### config.mk
export PLATFORM = sky130hd
export DESIGN_NAME = servo_status_packet_receiver_top_flat
export DESIGN_NICKNAME = d
export VERILOG_FILES = /design/src/sv/ssprx_pkg.sv /design/src/sv/ssprx_in_if.sv /design/src/sv/ssprx_out_if.sv /design/src/sv/servo_status_packet_receiver_top.sv /design/src/sv/ssprx_front.sv /design/src/sv/ssprx_queue.sv /design/src/sv/ssprx_back.sv /design/src/flat_wrapper.sv
export VERILOG_INCLUDE_DIRS = /design/src /design/src/sv
export SDC_FILE = /design/constraint.sdc
export NUM_CORES = 1
export LEC_CHECK = 0
export ABC_AREA = 1
export BUFFER_PORTS_ARGS = -buffer_cell sky130_fd_sc_hd__buf_4
export CAP_MARGIN = 15
export CORE_ASPECT_RATIO = 0.7
export CORE_MARGIN = 2
export CORE_UTILIZATION = 33
export DETAILED_ROUTE_END_ITERATION = 16
export GPL_ROUTABILITY_DRIVEN = 0
export PLACE_DENSITY = 0.55
export SLEW_MARGIN = 25
export SYNTH_ARGS = -nofsm -noshare
export SYNTH_HDL_FRONTEND = slang
export SYNTH_HIERARCHICAL = 1
export SYNTH_SLANG_ARGS = --single-unit
### constraint.sdc
create_clock -name clk -period 4 [get_ports clk]
set_input_delay 0.4 -clock clk [delete_from_list [all_inputs] [get_ports clk]]
set_output_delay 0.4 -clock clk [all_outputs]
set_load 0.01 [all_outputs]
### src/sv/servo_status_packet_receiver_top_assert.svh
// Assertion macros shared by the receiver RTL.
`ifndef SERVO_STATUS_PACKET_RECEIVER_TOP_ASSERT_SVH
`define SERVO_STATUS_PACKET_RECEIVER_TOP_ASSERT_SVH

`ifndef SYNTHESIS
`define SSPRX_ASSERT(lbl, clk, rst_n, prop, msg) \
  lbl: assert property (@(posedge clk) disable iff (!rst_n) prop) else $error(msg);
`define SSPRX_ASSERT_ALWAYS(lbl, clk, prop, msg) \
  lbl: assert property (@(posedge clk) prop) else $error(msg);
`else
`define SSPRX_ASSERT(lbl, clk, rst_n, prop, msg)
`define SSPRX_ASSERT_ALWAYS(lbl, clk, prop, msg)
`endif

`endif

### src/sv/ssprx_pkg.sv
`timescale 1ns / 1ps
package ssprx_pkg;

  localparam int CNT_W = 6;
  localparam int QDEPTH = 4;
  localparam int QPTR_W = $clog2(QDEPTH);

  localparam logic [7:0] HEADER_BYTE = 8'hFF;
  localparam logic [7:0] MIN_LENGTH = 8'd2;

  localparam logic CFG_EXPECTED_ID = 1'b0;
  localparam logic CFG_TIMEOUT_TICKS = 1'b1;

  typedef enum logic [1:0] {
    OP_BYTE  = 2'd0,
    OP_TICK  = 2'd1,
    OP_START = 2'd2
  } op_t;

  typedef enum logic [2:0] {
    PH_IDLE,
    PH_HDR1,
    PH_HDR2,
    PH_ID,
    PH_LEN,
    PH_ERR,
    PH_PARAM,
    PH_CHK
  } phase_t;

  typedef enum logic [2:0] {
    ST_OK         = 3'd0,
    ST_TIMEOUT    = 3'd1,
    ST_BADLEN     = 3'd2,
    ST_BADSUM     = 3'd3,
    ST_IDMISMATCH = 3'd4,
    ST_SERVOERR   = 3'd5
  } status_t;

  typedef enum logic [1:0] {
    CMD_STORE,
    CMD_SINGLE,
    CMD_FINISH
  } cmd_kind_t;

  typedef enum logic [1:0] {
    BK_IDLE,
    BK_READ,
    BK_SEND
  } back_state_t;

  typedef struct packed {
    cmd_kind_t        kind;
    status_t          status;
    logic [7:0]       id;
    logic [7:0]       err;
    logic [7:0]       data;
    logic [CNT_W-1:0] idx;
    logic [CNT_W-1:0] count;
  } cmd_t;

endpackage

### src/sv/ssprx_in_if.sv
`timescale 1ns / 1ps
interface ssprx_in_if;
  logic       valid;
  logic       ready;
  logic [1:0] operation;
  logic [7:0] rx_byte;

  modport source (output valid, output operation, output rx_byte, input ready);
  modport sink (input valid, input operation, input rx_byte, output ready);
endinterface

### src/sv/ssprx_out_if.sv
`timescale 1ns / 1ps
interface ssprx_out_if;
  logic       valid;
  logic       ready;
  logic [2:0] status;
  logic [7:0] servo_id;
  logic [7:0] error_flags;
  logic [7:0] param_byte;
  logic [2:0] param_index;
  logic [2:0] param_count;
  logic       last;

  modport source (output valid, output status, output servo_id, output error_flags,
                  output param_byte, output param_index, output param_count,
                  output last, input ready);
  modport sink (input valid, input status, input servo_id, input error_flags,
                input param_byte, input param_index, input param_count,
                input last, output ready);
endinterface

### src/sv/servo_status_packet_receiver_top.sv
// Servo status packet receiver.
// Input: one item per cycle while the 4-entry command queue has room.
// Timeout, bad length and parameter-free packets give one result, loaded from the queue head into
// the output register; packets with parameters give one result per parameter, each read from the
// parameter memory and then sent, and the back end takes no new command until the last is sent.
// Reset (rst_n low, synchronous): disarmed, queue empty, expected_id 1, timeout_ticks 10.
`timescale 1ns / 1ps
module servo_status_packet_receiver_top
  import ssprx_pkg::*;
#(
  parameter int MAX_LENGTH = 8
) (
  input  logic        clk,
  input  logic        rst_n,
  ssprx_in_if.sink    in_ch,
  ssprx_out_if.source out_ch,
  input  logic        cfg_we,
  input  logic        cfg_index,
  input  logic [7:0]  cfg_data
);

  cmd_t push_cmd;
  cmd_t head;
  logic push;
  logic pop;
  logic q_empty;
  logic q_full;

  ssprx_front #(.MAX_LENGTH(MAX_LENGTH)) u_front (
    .clk       (clk),
    .rst_n     (rst_n),
    .in_ch     (in_ch),
    .cfg_we    (cfg_we),
    .cfg_index (cfg_index),
    .cfg_data  (cfg_data),
    .q_full    (q_full),
    .q_push    (push),
    .q_cmd     (push_cmd)
  );

  ssprx_queue u_queue (
    .clk      (clk),
    .rst_n    (rst_n),
    .push     (push),
    .push_cmd (push_cmd),
    .pop      (pop),
    .head     (head),
    .empty    (q_empty),
    .full     (q_full)
  );

  ssprx_back #(.MAX_LENGTH(MAX_LENGTH)) u_back (
    .clk       (clk),
    .rst_n     (rst_n),
    .cmd       (head),
    .cmd_valid (!q_empty),
    .cmd_pop   (pop),
    .out_ch    (out_ch)
  );

endmodule

### src/sv/ssprx_front.sv
`timescale 1ns / 1ps
module ssprx_front
  import ssprx_pkg::*;
#(
  parameter int MAX_LENGTH = 8
) (
  input  logic          clk,
  input  logic          rst_n,
  ssprx_in_if.sink      in_ch,
  input  logic          cfg_we,
  input  logic          cfg_index,
  input  logic [7:0]    cfg_data,
  input  logic          q_full,
  output logic          q_push,
  output cmd_t          q_cmd
);

  phase_t           phase_r, phase_nxt;
  logic [7:0]       tick_r, tick_nxt;
  logic [7:0]       id_r, id_nxt;
  logic [7:0]       len_r, len_nxt;
  logic [7:0]       err_r, err_nxt;
  logic [7:0]       sum_r, sum_nxt;
  logic [CNT_W-1:0] bc_r, bc_nxt;
  logic [7:0]       expected_id_r;
  logic [7:0]       timeout_r;
  logic             accept;
  logic [7:0]       b;
  status_t          chk_status;

  assign in_ch.ready = !q_full;
  assign accept = in_ch.valid && !q_full;
  assign b = in_ch.rx_byte;

  always_ff @(posedge clk) begin
    if (!rst_n) begin
      expected_id_r <= 8'd1;
      timeout_r <= 8'd10;
    end else if (cfg_we) begin
      if (cfg_index == CFG_EXPECTED_ID) begin
        expected_id_r <= cfg_data;
      end else begin
        timeout_r <= cfg_data;
      end
    end
  end

  always_ff @(posedge clk) begin
    if (!rst_n) begin
      phase_r <= PH_IDLE;
      tick_r <= '0;
      id_r <= '0;
      len_r <= '0;
      err_r <= '0;
      sum_r <= '0;
      bc_r <= '0;
    end else begin
      phase_r <= phase_nxt;
      tick_r <= tick_nxt;
      id_r <= id_nxt;
      len_r <= len_nxt;
      err_r <= err_nxt;
      sum_r <= sum_nxt;
      bc_r <= bc_nxt;
    end
  end

  always_comb begin
    if ((~sum_r) != b) begin
      chk_status = ST_BADSUM;
    end else if (id_r != expected_id_r) begin
      chk_status = ST_IDMISMATCH;
    end else if (err_r != 8'd0) begin
      chk_status = ST_SERVOERR;
    end else begin
      chk_status = ST_OK;
    end
  end

  always_comb begin
    phase_nxt = phase_r;
    tick_nxt = tick_r;
    id_nxt = id_r;
    len_nxt = len_r;
    err_nxt = err_r;
    sum_nxt = sum_r;
    bc_nxt = bc_r;
    q_push = 1'b0;
    q_cmd = '0;
    q_cmd.kind = CMD_SINGLE;
    q_cmd.status = ST_OK;
    if (accept) begin
      case (in_ch.operation)
        OP_START: begin
          phase_nxt = PH_HDR1;
          tick_nxt = '0;
          bc_nxt = '0;
        end
        OP_TICK: begin
          if (phase_r != PH_IDLE) begin
            if (tick_r >= timeout_r) begin
              phase_nxt = PH_IDLE;
              q_push = 1'b1;
              q_cmd.status = ST_TIMEOUT;
            end else begin
              tick_nxt = tick_r + 8'd1;
            end
          end
        end
        OP_BYTE: begin
          case (phase_r)
            PH_HDR1: begin
              if (b == HEADER_BYTE) begin
                phase_nxt = PH_HDR2;
              end
            end
            PH_HDR2: begin
              phase_nxt = (b == HEADER_BYTE) ? PH_ID : PH_HDR1;
            end
            PH_ID: begin
              id_nxt = b;
              sum_nxt = b;
              phase_nxt = PH_LEN;
            end
            PH_LEN: begin
              len_nxt = b;
              if (b < MIN_LENGTH || b > 8'(MAX_LENGTH)) begin
                phase_nxt = PH_IDLE;
                q_push = 1'b1;
                q_cmd.status = ST_BADLEN;
                q_cmd.id = id_r;
              end else begin
                sum_nxt = sum_r + b;
                tick_nxt = '0;
                phase_nxt = PH_ERR;
              end
            end
            PH_ERR: begin
              err_nxt = b;
              sum_nxt = sum_r + b;
              bc_nxt = '0;
              phase_nxt = (len_r > MIN_LENGTH) ? PH_PARAM : PH_CHK;
            end
            PH_PARAM: begin
              q_push = 1'b1;
              q_cmd.kind = CMD_STORE;
              q_cmd.data = b;
              q_cmd.idx = bc_r;
              sum_nxt = sum_r + b;
              bc_nxt = bc_r + CNT_W'(1);
              if (8'(bc_r) + 8'd3 >= len_r) begin
                phase_nxt = PH_CHK;
              end
            end
            PH_CHK: begin
              phase_nxt = PH_IDLE;
              q_push = 1'b1;
              q_cmd.status = chk_status;
              q_cmd.id = id_r;
              q_cmd.err = err_r;
              if (len_r != MIN_LENGTH) begin
                q_cmd.kind = CMD_FINISH;
                q_cmd.count = CNT_W'(len_r - MIN_LENGTH);
              end
            end
            default: begin
            end
          endcase
        end
        default: begin
        end
      endcase
    end
  end

endmodule

### src/sv/ssprx_queue.sv
`timescale 1ns / 1ps
`include "servo_status_packet_receiver_top_assert.svh"
module ssprx_queue
  import ssprx_pkg::*;
(
  input  logic clk,
  input  logic rst_n,
  input  logic push,
  input  cmd_t push_cmd,
  input  logic pop,
  output cmd_t head,
  output logic empty,
  output logic full
);

  cmd_t              q_r [QDEPTH];
  logic [QPTR_W-1:0] wr_ptr_r, wr_ptr_nxt;
  logic [QPTR_W-1:0] rd_ptr_r, rd_ptr_nxt;
  logic [QPTR_W:0]   count_r, count_nxt;

  assign empty = (count_r == '0);
  assign full = (count_r == (QPTR_W + 1)'(QDEPTH));
  assign head = q_r[rd_ptr_r];

  always_comb begin
    wr_ptr_nxt = push ? wr_ptr_r + QPTR_W'(1) : wr_ptr_r;
    rd_ptr_nxt = pop ? rd_ptr_r + QPTR_W'(1) : rd_ptr_r;
    count_nxt = count_r;
    if (push && !pop) begin
      count_nxt = count_r + (QPTR_W + 1)'(1);
    end else if (pop && !push) begin
      count_nxt = count_r - (QPTR_W + 1)'(1);
    end
  end

  always_ff @(posedge clk) begin
    if (!rst_n) begin
      wr_ptr_r <= '0;
      rd_ptr_r <= '0;
      count_r <= '0;
    end else begin
      wr_ptr_r <= wr_ptr_nxt;
      rd_ptr_r <= rd_ptr_nxt;
      count_r <= count_nxt;
    end
  end

  always_ff @(posedge clk) begin
    if (push) begin
      q_r[wr_ptr_r] <= push_cmd;
    end
  end

  `SSPRX_ASSERT(a_no_overflow, clk, rst_n, push |-> !full, "push into full queue")
  `SSPRX_ASSERT(a_no_underflow, clk, rst_n, pop |-> !empty, "pop from empty queue")
  `SSPRX_ASSERT(a_count_bound, clk, rst_n, count_r <= (QPTR_W + 1)'(QDEPTH), "queue over depth")

endmodule

### src/sv/ssprx_back.sv
`timescale 1ns / 1ps
`include "servo_status_packet_receiver_top_assert.svh"
module ssprx_back
  import ssprx_pkg::*;
#(
  parameter int MAX_LENGTH = 8
) (
  input  logic        clk,
  input  logic        rst_n,
  input  cmd_t        cmd,
  input  logic        cmd_valid,
  output logic        cmd_pop,
  ssprx_out_if.source out_ch
);

  localparam int SLOTS = (MAX_LENGTH > 2) ? MAX_LENGTH - 2 : 1;
  localparam int IDX_W = (SLOTS > 1) ? $clog2(SLOTS) : 1;

  back_state_t      st_r, st_nxt;
  logic [CNT_W-1:0] idx_r, idx_nxt;
  logic [CNT_W-1:0] cnt_r, cnt_nxt;
  status_t          est_r, est_nxt;
  logic [7:0]       eid_r, eid_nxt;
  logic [7:0]       eerr_r, eerr_nxt;
  logic [7:0]       mem [SLOTS];
  logic [7:0]       rdata_r;
  logic             mem_we;

  logic             out_valid_r, out_valid_nxt;
  logic [2:0]       out_status_r, out_status_nxt;
  logic [7:0]       out_id_r, out_id_nxt;
  logic [7:0]       out_err_r, out_err_nxt;
  logic [7:0]       out_pb_r, out_pb_nxt;
  logic [2:0]       out_pi_r, out_pi_nxt;
  logic [2:0]       out_pc_r, out_pc_nxt;
  logic             out_last_r, out_last_nxt;
  logic             slot_free;
  logic             send_last;

  assign slot_free = !out_valid_r || out_ch.ready;
  assign send_last = (idx_r + CNT_W'(1) == cnt_r);

  always_ff @(posedge clk) begin
    if (mem_we) begin
      mem[cmd.idx[IDX_W-1:0]] <= cmd.data;
    end
    rdata_r <= mem[idx_r[IDX_W-1:0]];
  end

  always_ff @(posedge clk) begin
    if (!rst_n) begin
      st_r <= BK_IDLE;
      out_valid_r <= 1'b0;
    end else begin
      st_r <= st_nxt;
      out_valid_r <= out_valid_nxt;
    end
  end

  always_ff @(posedge clk) begin
    idx_r <= idx_nxt;
    cnt_r <= cnt_nxt;
    est_r <= est_nxt;
    eid_r <= eid_nxt;
    eerr_r <= eerr_nxt;
    out_status_r <= out_status_nxt;
    out_id_r <= out_id_nxt;
    out_err_r <= out_err_nxt;
    out_pb_r <= out_pb_nxt;
    out_pi_r <= out_pi_nxt;
    out_pc_r <= out_pc_nxt;
    out_last_r <= out_last_nxt;
  end

  always_comb begin
    st_nxt = st_r;
    idx_nxt = idx_r;
    cnt_nxt = cnt_r;
    est_nxt = est_r;
    eid_nxt = eid_r;
    eerr_nxt = eerr_r;
    cmd_pop = 1'b0;
    mem_we = 1'b0;
    out_valid_nxt = out_valid_r && !out_ch.ready;
    out_status_nxt = out_status_r;
    out_id_nxt = out_id_r;
    out_err_nxt = out_err_r;
    out_pb_nxt = out_pb_r;
    out_pi_nxt = out_pi_r;
    out_pc_nxt = out_pc_r;
    out_last_nxt = out_last_r;
    case (st_r)
      BK_IDLE: begin
        if (cmd_valid) begin
          case (cmd.kind)
            CMD_STORE: begin
              cmd_pop = 1'b1;
              mem_we = 1'b1;
            end
            CMD_SINGLE: begin
              if (slot_free) begin
                cmd_pop = 1'b1;
                out_valid_nxt = 1'b1;
                out_status_nxt = cmd.status;
                out_id_nxt = cmd.id;
                out_err_nxt = cmd.err;
                out_pb_nxt = '0;
                out_pi_nxt = '0;
                out_pc_nxt = '0;
                out_last_nxt = 1'b1;
              end
            end
            CMD_FINISH: begin
              cmd_pop = 1'b1;
              idx_nxt = '0;
              cnt_nxt = cmd.count;
              est_nxt = cmd.status;
              eid_nxt = cmd.id;
              eerr_nxt = cmd.err;
              st_nxt = BK_READ;
            end
            default: begin
              cmd_pop = 1'b1;
            end
          endcase
        end
      end
      BK_READ: begin
        st_nxt = BK_SEND;
      end
      BK_SEND: begin
        if (slot_free) begin
          out_valid_nxt = 1'b1;
          out_status_nxt = est_r;
          out_id_nxt = eid_r;
          out_err_nxt = eerr_r;
          out_pb_nxt = rdata_r;
          out_pi_nxt = idx_r[2:0];
          out_pc_nxt = cnt_r[2:0];
          out_last_nxt = send_last;
          if (send_last) begin
            st_nxt = BK_IDLE;
          end else begin
            idx_nxt = idx_r + CNT_W'(1);
            st_nxt = BK_READ;
          end
        end
      end
      default: begin
        st_nxt = BK_IDLE;
      end
    endcase
  end

  assign out_ch.valid = out_valid_r;
  assign out_ch.status = out_status_r;
  assign out_ch.servo_id = out_id_r;
  assign out_ch.error_flags = out_err_r;
  assign out_ch.param_byte = out_pb_r;
  assign out_ch.param_index = out_pi_r;
  assign out_ch.param_count = out_pc_r;
  assign out_ch.last = out_last_r;

  `SSPRX_ASSERT(a_no_pop_in_burst, clk, rst_n, (st_r != BK_IDLE) |-> !cmd_pop, "pop during emit")
  `SSPRX_ASSERT(a_send_loads, clk, rst_n, (st_r == BK_SEND) && slot_free |=> out_valid_r, "send lost")

endmodule

### src/flat_wrapper.sv
// flat-port wrapper written by rule: the top's interface ports become plain ports
module servo_status_packet_receiver_top_flat import ssprx_pkg::*;
#(
  parameter int MAX_LENGTH = 8
)
  (clk, rst_n, cfg_we, cfg_index, cfg_data, in_ch_valid, in_ch_operation, in_ch_rx_byte, in_ch_ready, out_ch_valid, out_ch_status, out_ch_servo_id, out_ch_error_flags, out_ch_param_byte, out_ch_param_index, out_ch_param_count, out_ch_last, out_ch_ready);
  ssprx_in_if in_ch_i ();
  ssprx_out_if out_ch_i ();
  input  logic clk;
  input  logic rst_n;
  input  logic cfg_we;
  input  logic cfg_index;
  input  logic [7:0] cfg_data;
  input wire logic [$bits(in_ch_i.valid)-1:0] in_ch_valid;
  input wire logic [$bits(in_ch_i.operation)-1:0] in_ch_operation;
  input wire logic [$bits(in_ch_i.rx_byte)-1:0] in_ch_rx_byte;
  output wire logic [$bits(in_ch_i.ready)-1:0] in_ch_ready;
  output wire logic [$bits(out_ch_i.valid)-1:0] out_ch_valid;
  output wire logic [$bits(out_ch_i.status)-1:0] out_ch_status;
  output wire logic [$bits(out_ch_i.servo_id)-1:0] out_ch_servo_id;
  output wire logic [$bits(out_ch_i.error_flags)-1:0] out_ch_error_flags;
  output wire logic [$bits(out_ch_i.param_byte)-1:0] out_ch_param_byte;
  output wire logic [$bits(out_ch_i.param_index)-1:0] out_ch_param_index;
  output wire logic [$bits(out_ch_i.param_count)-1:0] out_ch_param_count;
  output wire logic [$bits(out_ch_i.last)-1:0] out_ch_last;
  input wire logic [$bits(out_ch_i.ready)-1:0] out_ch_ready;
  assign in_ch_i.valid = in_ch_valid;
  assign in_ch_i.operation = in_ch_operation;
  assign in_ch_i.rx_byte = in_ch_rx_byte;
  assign in_ch_ready = in_ch_i.ready;
  assign out_ch_valid = out_ch_i.valid;
  assign out_ch_status = out_ch_i.status;
  assign out_ch_servo_id = out_ch_i.servo_id;
  assign out_ch_error_flags = out_ch_i.error_flags;
  assign out_ch_param_byte = out_ch_i.param_byte;
  assign out_ch_param_index = out_ch_i.param_index;
  assign out_ch_param_count = out_ch_i.param_count;
  assign out_ch_last = out_ch_i.last;
  assign out_ch_i.ready = out_ch_ready;
  servo_status_packet_receiver_top #(.MAX_LENGTH(MAX_LENGTH)) u_core (.clk(clk), .rst_n(rst_n), .in_ch(in_ch_i), .out_ch(out_ch_i), .cfg_we(cfg_we), .cfg_index(cfg_index), .cfg_data(cfg_data));
endmodule
==> reports/results.tsv <==
stage	metric	value	unit
route	drt pass-1 iters	5	
place	port bufs	59	
clock_tree	clk buf depth	3	
clock_tree	CTS root buf	clkbuf_16	
sta	Tmin final	2940	ps
clock_tree	Num Clock Sinks	350	
die	Die Wd	259	µm
critical_path	reg2reg end	u_core/u_queue/count_r[2]$_SDFFE_PN0P_	
critical_path	Worst Path Required	4430	ps
cells_and_area	Syn-to-layout area delta	14.6	%
global_route	largest net degree at the start of global routing	59	
cells_and_area	layout cells sized above 1	0.117	
global_route	total track usage	0.146	
route	drt initial violations	656	
place	Detailed Place HPWL	22700	µm
clock_tree	CTS tree	done	
clock_tree	hold_buf cts	0	
die	die height	183	µm
worst_hold_path	HP Class	in2reg	
synth	mapped cell area	15000	µm²
pwr	VDD IR-drop max	0.000315	V
sta	RSZ-0062 raised after global routing	no	
die	Ports	60	
critical_path	R2R cell count	15	
place	DP Area	16000	µm²
clock_tree	Worst-Skew Late Latency	530	ps
sta	Fin. Hold Viols	0	
route	Vias/cell	4.72	
outcome	status	finished, final reports clean	
sta	slew of the pin with the lowest slew margin	877	ps
global_route	initial antenna violation count	0	
pwr	Int Pwr	7440	µW
sta	Slew Limit Fails	0	
clock_tree	post-cts resize count	0	
die	Row Count	65	
cells_and_area	Most flops, register	u_core/u_queue/q_r	
cells_and_area	fin util	0.383	
die	die area	47300	µm²
pwr	Switch Pwr	3360	µW
clock_tree	Worst-path clk slew	60	ps
sta	worst hold slack	93.5	ps
cells_and_area	Finished Cell Area	17200	µm²
pwr	Comb pwr share	0.235	
pwr	Cell Pwr Density	626	nW/µm²
run	Max Cap Viol	0	
global_route	first-pass GRT wire length	54400	µm
route	Post-route DRC	0	
cells_and_area	Final #Nets	1539	
critical_path	critical path startpoint category	flip-flop	
clock_tree	cts bufs inserted	36	
global_route	vias in the first global route	9520	
sta	Tcrit/Tclk final	0.736	
sta	Clock Skews	22.6	ps
pwr	switching share of power	0.311	
synth	Cells after Synth	1422	
pwr	Flop pwr share	0.449	
critical_path	CP endpoint kind	flip-flop	
synth	syn_nets	1480	
route	Via Count	9947	
cells_and_area	ANT cells	0	
sta	Fmax	0.340	GHz
route	Final ANT Viol Nets	0	
sta	Slew Limit Headroom	0.411	
critical_path	Worst EP arrival	3370	ps
clock_tree	# H-tree levels	2	
die	Initial Util	0.334	
pwr	power share of the clock group	0.316	
cells_and_area	max reg flops	152	
clock_tree	postcts setup bufs	0	
route	WL/cell	16.2	µm
pwr	Total Power	10800	µW
die	CORE AREA	45100	µm²
synth	synth warn	6	
sta	Setup TNS	0	ps
critical_path	Reg2Reg Setup Slack	1060	ps
synth	syn_area_per_cell	10.6	µm²
critical_path	CP Capture Point	u_core/u_queue/count_r[2]$_SDFFE_PN0P_	
pwr	leakage	0.00662	µW
global_route	grt ovf	0	
sta	final setup fails	0	
critical_path	Crit Path Class	reg2reg	
critical_path	Critical Path Fanout Max	35	
route	WL final	34200	µm
-- per-stage QoR --
stage	cells	worst slack (ps)
final	2109	1060
after global routing	2109	731
after CTS	2109	1050
after detailed placement	2046	1090
after global placement	2046	1130
after floorplan	1422	1020
-- power by group through the flow --
| stage | clock network, µW | logic (µW) | registers [µW] |
|---|---|---|---|
| after global placement | 0 | 2530 | 4920 |
| after global routing | 3650 | 2890 | 4910 |
| after detailed placement | 0 | 2570 | 4930 |
| final | 3410 | 2540 | 4850 |
| after CTS | 3490 | 2580 | 4860 |
| after floorplan | 0 | 1770 | 4880 |
-- per-layer routing --
metal | share of wire | track usage | wire, µm
met4 | 0.018 | 0.0366 | 613
met2 | 0.44 | 0.227 | 15200
met3 | 0.040 | 0.0269 | 1370
met1 | 0.50 | 0.212 | 17100
met5 | 0 | 0 | 0
-- worst min-delay path by stage --
stage	depth (start not counted)	slack (ps)	endpoint	from
after CTS	3	80	u_core/u_front/expected_id_r[0]$_SDFFE_PN1P_	cfg_data[0]
after floorplan	1	410	flip-flop	u_core/u_queue/rd_ptr_r[1]$_SDFFE_PN0P_
final	3	90	u_core/u_front/expected_id_r[0]$_SDFFE_PN1P_	cfg_data[0]
after detailed placement	1	440	u_core/u_queue/rd_ptr_r[1]$_SDFFE_PN0P_	u_core/u_queue/rd_ptr_r[1]$_SDFFE_PN0P_
after global placement	1	430	u_core/u_queue/rd_ptr_r[1]$_SDFFE_PN0P_	u_core/u_queue/rd_ptr_r[1]$_SDFFE_PN0P_
after global routing	3	100	u_core/u_front/expected_id_r[0]$_SDFFE_PN1P_	cfg_data[0]
-- worst max-delay path, stage by stage, from the launching register on --
cell	delay, ps
dfxtp_2	690
inv_2	400
o21ai_0	270
o22ai_1	130
nor2_1	180
a21oi_1	130
inv_1	100
ha_1	160
inv_1	70
fa_1	380
inv_1	60
nand2_1	60
nand3_1	80
nand2_1	50
inv_1	40
nor2_1	30
-- cells in the final DEF, fill, tap and decap left out, drive strengths merged, types with 3 or more instances in the layout --
cell type	instances
edfxtp	265
nand2	229
nor2	217
o21ai	146
inv	136
a21oi	90
dfxtp	85
buf	76
clkbuf	51
o22ai	46
ha	32
nand3	31
nor3	15
xor2	14
nand4	14
clkinv	9
a32o	8
xnor2	8
a211oi	6
bufinv	4
a31oi	4
nor4	3
-- cell type report --
class	instances	area, µm²
fill	4403	27800
sequential	350	9660
multi-input combinational	880	4540
clock buffer	51	1030
tap	603	754
timing repair buffer	76	571
inverter	137	520
clock inverter	12	166
No activity file was read; power rests on OpenSTA's default activity.
